**src/bcu_pkg.sv**
```systemverilog
// shared types, widths and the division step helper for the barycentric coverage unit
package bcu_pkg;

   localparam int COORD_FRAC_BITS  = 4;
   localparam int WEIGHT_FRAC_BITS = 16;

   localparam int PIX_W = 12;
   localparam int CRD_W = 20;
   localparam int DW_W  = 24;
   localparam int FH_W  = 13;
   localparam int WT_W  = WEIGHT_FRAC_BITS + 1;

   // pixel position scaled to coordinate units
   localparam int PXS_W = PIX_W + COORD_FRAC_BITS;
   localparam int DIF_W = ((CRD_W > PXS_W + 1) ? CRD_W : PXS_W + 1) + 1;
   localparam int PRD_W = 2 * DIF_W;
   localparam int CRS_W = PRD_W + 1;
   localparam int SUM_W = CRS_W + 1;
   localparam int DP_W  = WT_W + 1 + DW_W;
   localparam int DS_W  = DP_W + 2;

   localparam logic [FH_W-1:0] FRAME_HEIGHT_RST = FH_W'(1080);
   localparam logic [WT_W-1:0] WEIGHT_ONE       = WT_W'(1) << WEIGHT_FRAC_BITS;
   localparam logic signed [DW_W-1:0] DEPTH_MAX = {1'b0, {(DW_W-1){1'b1}}};
   localparam logic signed [DW_W-1:0] DEPTH_MIN = {1'b1, {(DW_W-1){1'b0}}};

   typedef struct packed {
      logic        [PIX_W-1:0] pixel_x;
      logic        [PIX_W-1:0] pixel_y;
      logic signed [CRD_W-1:0] vertex_a_x;
      logic signed [CRD_W-1:0] vertex_a_y;
      logic signed [DW_W-1:0]  vertex_a_w;
      logic signed [CRD_W-1:0] vertex_b_x;
      logic signed [CRD_W-1:0] vertex_b_y;
      logic signed [DW_W-1:0]  vertex_b_w;
      logic signed [CRD_W-1:0] vertex_c_x;
      logic signed [CRD_W-1:0] vertex_c_y;
      logic signed [DW_W-1:0]  vertex_c_w;
   } req_type;

   typedef struct packed {
      logic                    covered;
      logic        [WT_W-1:0]  weight_a;
      logic        [WT_W-1:0]  weight_b;
      logic        [WT_W-1:0]  weight_c;
      logic signed [DW_W-1:0]  depth_value;
      logic        [PIX_W-1:0] out_column;
      logic        [PIX_W-1:0] out_row;
   } rsp_type;

   // values carried alongside the arithmetic
   typedef struct packed {
      logic signed [DW_W-1:0]  wa;
      logic signed [DW_W-1:0]  wb;
      logic signed [DW_W-1:0]  wc;
      logic        [PIX_W-1:0] column;
      logic        [PIX_W-1:0] row;
   } side_type;

   // one restoring division step: {quotient bit, new remainder}, remainder < divisor
   function automatic logic [CRS_W:0] div_step(input logic [CRS_W-1:0] rem,
                                               input logic [CRS_W-1:0] dvs);
      logic [CRS_W:0] shifted;
      logic [CRS_W:0] diff;
      logic           ge;
      shifted = {rem, 1'b0};
      diff    = shifted - {1'b0, dvs};
      ge      = (shifted >= {1'b0, dvs});
      return ge ? {1'b1, diff[CRS_W-1:0]} : {1'b0, shifted[CRS_W-1:0]};
   endfunction

endpackage

```
**src/bcu_depth.sv**
```systemverilog
// final weights, weighted depth sum and the output register
module bcu_depth import bcu_pkg::*; (
   input  logic                        clock,
   input  logic                        reset,
   input  logic                        adv,
   input  logic                        in_valid,
   input  logic                        in_cov,
   input  logic [WEIGHT_FRAC_BITS-1:0] in_q_b,
   input  logic [WEIGHT_FRAC_BITS-1:0] in_q_c,
   input  side_type                    in_side,
   output logic                        out_valid,
   output rsp_type                     out_data
);

   logic [2:0]              valid_ff;
   logic [WT_W-1:0]         wb_ext, wc_ext, wbc_sum;
   logic [WT_W-1:0]         wa_in, wb_in, wc_in;
   logic [WT_W-1:0]         wa_ff, wb_ff, wc_ff, wa2_ff, wb2_ff, wc2_ff;
   logic                    cov_ff, cov2_ff;
   side_type                side_ff, side2_ff;
   logic signed [DP_W-1:0]  pa_ff, pb_ff, pc_ff;
   logic signed [DS_W-1:0]  dsum, dshift;
   logic signed [DW_W-1:0]  depth_in;
   rsp_type                 rsp_in, rsp_ff;

   always_comb begin
      wb_ext  = WT_W'(in_q_b);
      wc_ext  = WT_W'(in_q_c);
      wbc_sum = wb_ext + wc_ext;
      if (!in_cov) begin
         wa_in = '0;
         wb_in = '0;
         wc_in = '0;
      end else begin
         wa_in = (wbc_sum >= WEIGHT_ONE) ? '0 : WEIGHT_ONE - wbc_sum;
         wb_in = wb_ext;
         wc_in = wc_ext;
      end
   end

   // arithmetic shift gives the floor for negative sums
   always_comb begin
      dsum   = DS_W'(pa_ff) + DS_W'(pb_ff) + DS_W'(pc_ff);
      dshift = dsum >>> WEIGHT_FRAC_BITS;
      if (dshift > DS_W'(DEPTH_MAX)) begin
         depth_in = DEPTH_MAX;
      end else if (dshift < DS_W'(DEPTH_MIN)) begin
         depth_in = DEPTH_MIN;
      end else begin
         depth_in = dshift[DW_W-1:0];
      end
      rsp_in.covered     = cov2_ff;
      rsp_in.weight_a    = wa2_ff;
      rsp_in.weight_b    = wb2_ff;
      rsp_in.weight_c    = wc2_ff;
      rsp_in.depth_value = depth_in;
      rsp_in.out_column  = side2_ff.column;
      rsp_in.out_row     = side2_ff.row;
   end

   always_ff @(posedge clock) begin
      if (reset) begin
         valid_ff <= '0;
      end else if (adv) begin
         valid_ff <= {valid_ff[1:0], in_valid};
      end
   end

   always_ff @(posedge clock) begin
      if (adv) begin
         wa_ff   <= wa_in;
         wb_ff   <= wb_in;
         wc_ff   <= wc_in;
         cov_ff  <= in_cov;
         side_ff <= in_side;

         pa_ff    <= $signed({1'b0, wa_ff}) * side_ff.wa;
         pb_ff    <= $signed({1'b0, wb_ff}) * side_ff.wb;
         pc_ff    <= $signed({1'b0, wc_ff}) * side_ff.wc;
         wa2_ff   <= wa_ff;
         wb2_ff   <= wb_ff;
         wc2_ff   <= wc_ff;
         cov2_ff  <= cov_ff;
         side2_ff <= side_ff;

         rsp_ff <= rsp_in;
      end
   end

   assign out_valid = valid_ff[2];
   assign out_data  = rsp_ff;

endmodule

```
**config.mk**
```make
export PLATFORM = sky130hd
export DESIGN_NAME = bcu_depth
export DESIGN_NICKNAME = d
export VERILOG_FILES = /design/src/bcu_pkg.sv /design/src/bcu_depth.sv
export SDC_FILE = /design/constraint.sdc
export NUM_CORES = 2
export LEC_CHECK = 0
export BUFFER_PORTS_ARGS = -buffer_cell sky130_fd_sc_hd__buf_2
export CAP_MARGIN = 20
export CORE_AREA = 4 4 310 312
export CTS_CLUSTER_SIZE = 8
export DETAILED_ROUTE_END_ITERATION = 10
export DIE_AREA = 0 0 314 316
export PLACE_DENSITY = 0.82
export SYNTH_ARGS = -nofsm -noshare
export SYNTH_HDL_FRONTEND = slang
export SYNTH_SLANG_ARGS = --single-unit
```
**constraint.sdc**
```tcl
create_clock -name clock -period 16.9 [get_ports clock]
set_input_delay 1.69 -clock clock [delete_from_list [all_inputs] [get_ports clock]]
set_output_delay 1.69 -clock clock [all_outputs]
set_load 0.05 [all_outputs]
```
======== After elaboration in Yosys (flattened, before gate mapping) ========
Index checks and enable logic that the tools add are counted.
word-level totals
  flip-flop bits (word level) ............. 453
  bits of input ports ..................... 133
  output and inout port bits .............. 101
  word-level logic and storage cells ...... 41
cells by class
  add/sub/neg operators ................... 4
  $mul .................................... 3
  $lt $le $gt $ge ......................... 3
  muxes and demuxes ....................... 1
  bitwise logic cells ..................... 1
  reduce and logical (&&, ||, !) cells .... 1
operators by type and width
  operator                                                         number
  multiplier 18 x 24 -> 42 bit                                     3
  adder 43 x 42 -> 44 bit                                          1
  adder 42 x 42 -> 43 bit                                          1
  greater-than comparator 28 x 24 -> 1 bit, second input constant  1
  < comparator 28 x 24 -> 1 bit, second input constant             1
  two-way mux 24 bit                                               1
  adder 16 x 16 -> 17 bit                                          1
  greater-or-equal comparator 17 bit, second input constant        1
  subtractor 17 bit, first input constant                          1
  OR reduction 2 bit                                               1
  NOT 1 bit                                                        1

======== Logic depth before layout (Yosys ltp) ========
  depth in word-level cells ............... 4
  gate-level depth with buffers ........... 26

======== Worst setup path after synthesis ========
Ideal clock, no wire load.
  path type ............................... register to register
  from .................................... register wc_ff[3]
  to ...................................... register pc_ff[41] (data pin)
  arrival ................................. 6.257 ns
  required time ........................... 16.640 ns
  setup slack ............................. 10.383 ns
  cell stages (with the launch flop) ...... 25
  buffers on the path ..................... 2
  clock period less this slack ............ 6.517 ns
  cells stage by stage .................... edfxtp_1 clkbuf_1 and2_1 fa_1 inv_1 fa_1 fa_1 inv_1 fa_1 fa_1 inv_1 fa_1 inv_1 ha_1 clkbuf_1 a211oi_1 o211ai_1 a31o_2 a21oi_1 a21boi_0 a21o_1 a221oi_2 o21ai_0 o221ai_1 xnor2_1
on the way
  word-level cells in the longest chain between the ends .. 1
RTL lines
  element                       line             text
  start, declared               bcu_depth.sv:18  logic [WT_W-1:0] wa_ff, wb_ff, wc_ff, wa2_ff, wb2_ff, wc2_ff;
  start signal, assigned        bcu_depth.sv:73  wc_ff <= wc_in;
  multiplier 18 x 24 -> 42 bit  bcu_depth.sv:79  pc_ff <= $signed({1'b0, wc_ff}) * side_ff.wc;
  end signal, assigned          bcu_depth.sv:79
  end, declared                 bcu_depth.sv:21  logic signed [DP_W-1:0] pa_ff, pb_ff, pc_ff;
No other way between the ends.
A chain may end at the register's enable or synchronous reset.

======== Worst setup path after layout ========
  from .................................... register wc_ff[10]
  to ...................................... register pc_ff[40] (data pin)
Same word-level chain as after synthesis.

==> results.md <==
* CORE AREA at 0.09305 mm²
* Largest net degree at the start of global routing at 96
* Max_cap viols at 0
* Global-route wire length before repair at 234900 µm
* R2R setup slack at 9330 ps
* Crit start category: flop
* Critical hold path startpoint: wa2_ff[1]
* Port Buffers at 231
* Row count at 112
* Clock Skews at 40.16 ps
* WP data required at 17300 ps
* Data arrival, critical path at 7970 ps
* DP HPWL at 113100 µm
* Via density at 5.640
* Synth area leaders: fa_1 40%, edfxtp_1 22%, inv_1 9.3%
* CTS tree: yes
* Root Buffer: clkbuf_16
* Async SR Flop Fraction at 0%
* Die area at 0.09922 mm²
* Clock latency on the worst-skew pair at 660 ps
* Crit Path Class: flop to flop
* Distinct cells, synth at 72
* CTS Sinks at 447
* Htree depth at 3
* Most used DFF post-synth: edfxtp_1
* EDFF count, synth at 444
* RePlAce Congestion at 0.9282
* RR Startpoint: wc_ff[10]
* Crit Reg-Reg Endpoint: pc_ff[40]
* Post-DRT Antenna Nets at 0
* Worst Hold Endpoint: out_data[83]
* Register area share after synthesis at 22.23%
* Adder-Cell Fraction of Synth Area at 47.23%
* Largest family of logic cells by synthesized area: adder cells
* Final Hold Viols at 0
* CTS Hold Buffers Added at 0
* Synth Register Bits at 447
* Max-slew headroom at 22.78%
* Max FO, Critical Path at 25
* Antenna violations before repair at 4
* Final layout net count at 7681
* GRT Total Usage at 30.67%
* I/O pin total at 234
* Mapped cell area at 0.06024 mm²
* Average wire per standard cell at 20.04 µm
* Residual DRC count at 0
* Tcrit/Tclk final at 44.81%
* DRT iter0 DRCs at 3185
* Cell count after synthesis at 5846
* Max Freq at 132.1 MHz
* Post-synthesis simple-gate area fraction at 12.64%
* Outcome: finished clean
* Tightest Hold Check Type: flop to flop
* Num CTS Buffers at 69
* R2R cell count at 23
* Post-Syn Area per Cell at 10.31 µm²
* Vias at 41000
* Post-synth top area cell: fa_1
* Postcts setup bufs at 0
* Vias in the first global route at 44520
* Hold Crit Depth at 0
* Clk buf depth at 3
* Pre-Repair DR Iteration Count at 6
* Die width at 314 µm
* RSZ-0062 raised after global routing: false
* Most frequent cells in the layout: 1486 x inv_1, 1195 x fa_1, 718 x nand2_1
* CP endpoint kind: flop
* Grt total ovfl at 0
* Area share of the leading cell type in the synthesized netlist at 39.71%
* Post-CTS Resized at 0
* Area grow syn2layout at 7.174%
* Compound-Gate Fraction of Synth Area at 5.051%
* Worst-Margin Slew at 1158 ps
* Mux contribution to synthesized area at 0.1163%
* XOR/XNOR Fraction of Synth Area at 2.239%
* Yosys warns at 0
* Layout cells sized above 1 at 6.221%
* Max Slew Vio Count at 0
* Wirelength, routed at 145700 µm
* Post-route setup TNS at 0 ps
* Chip height at 316 µm
* Leading cell type in the layout, fill and taps excluded: inv_1
* Initial Util at 64.74%
* Reg clk slew, reported paths at 60 ps
* Tmin final at 7573 ps
* Setup Viol. Count Final at 0
* Crit path from: wc_ff[10]
-- metrics by stage --
step | setup slack (ps) | hold WS, ps | util, % | instance area [µm²] | instances
floorplan | 10380 | 400.3 | - | 60250 | 5847
global placement | 9583 | 400.4 | 67.14 | 62470 | 7170
detailed placement | 9455 | 404.5 | 67.14 | 62470 | 7170
CTS | 9449 | 395.5 | 69.29 | 64470 | 7262
global route | 8998 | 404.2 | 69.38 | 64560 | 7266
finish | 9327 | 401.0 | 69.39 | 64570 | 7269
-- state kept, by name, indices dropped and copies added, names as in the netlist --
register  cells
pa_ff        42
cov_ff        1
pb_ff        42
wa2_ff       17
valid_ff      3
pc_ff        42
wb2_ff       16
cov2_ff       1
wb_ff        16
wc2_ff       16
rsp_in       24
wa_ff        17
out_data     98
wc_ff        16
side_ff      96
-- critical path, cell delays in order (launching register included) --
cell	delay, ps
edfxtp_1	1010
nand2_1	170
fa_1	550
inv_1	50
fa_1	500
inv_1	60
fa_1	520
inv_1	40
fa_1	450
fa_1	480
inv_1	50
fa_1	470
inv_1	40
ha_1	330
o21ai_0	200
o21bai_1	110
a311oi_1	400
o21bai_1	110
a221oi_1	570
o31a_1	310
a31oi_1	180
a41oi_1	360
a31oi_1	160
xor2_1	170
-- cell families after synthesis --
family	after synthesis
simple gates	1548
buf+inv	1678
fa+ha+maj	1557
flops	447
compound gates	454
mux	7
xor+xnor	154
other cells	1
-- per-layer routing --
layer | track usage (%) | up-vias | wire, µm
met5 | 0 | - | 13
met4 | 15.55 | 2 | 8230
met3 | 5.853 | 492 | 13470
met2 | 50.79 | 1945 | 70590
met1 | 39.12 | 20760 | 53400
li1 | - | 17800 | -
-- final cells by class --
class / instances / area (µm²)
clock inverters: 17 / 252.7
repair buffers: 265 / 1476
multi-input cells: 3722 / 40540
flip-flops and latches: 447 / 13390
inverters: 1486 / 5578
fillers: 6745 / 28480
diodes: 3 / 7.507
well taps: 1254 / 1569
clock buffers: 75 / 1749
-- synth_stat cells (8+ instances only) --
cell	n
o21ai_0	68
xnor2_1	101
and2_1	581
and3_1	18
o31ai_1	10
clkbuf_1	185
a21boi_0	8
or3_1	10
xor2_1	53
fa_1	1195
nand2b_1	15
o21bai_1	22
ha_1	362
nand2_1	718
o211ai_1	9
nand3_1	27
inv_1	1486
nand4_1	17
a31oi_1	13
o21a_1	18
a21o_1	86
or2_2	10
a21oi_1	134
edfxtp_1	444
nor2_1	93
nor3_1	25
a211oi_1	17
nor2b_1	14
-- worst max-delay path by stage --
stage,endpoint,slack (ps),cells after the start
3_3_place_gp,pc_ff[40],9580,22
2_1_floorplan,pc_ff[41],10380,24
3_5_place_dp,pc_ff[40],9450,22
4_1_cts,pc_ff[40],9450,22
6_report,pc_ff[40],9330,23
5_1_grt,pc_ff[40],9000,23
Power is not shown: default switching activity piles up to over one toggle a cycle in this logic, so the estimate is an artifact.
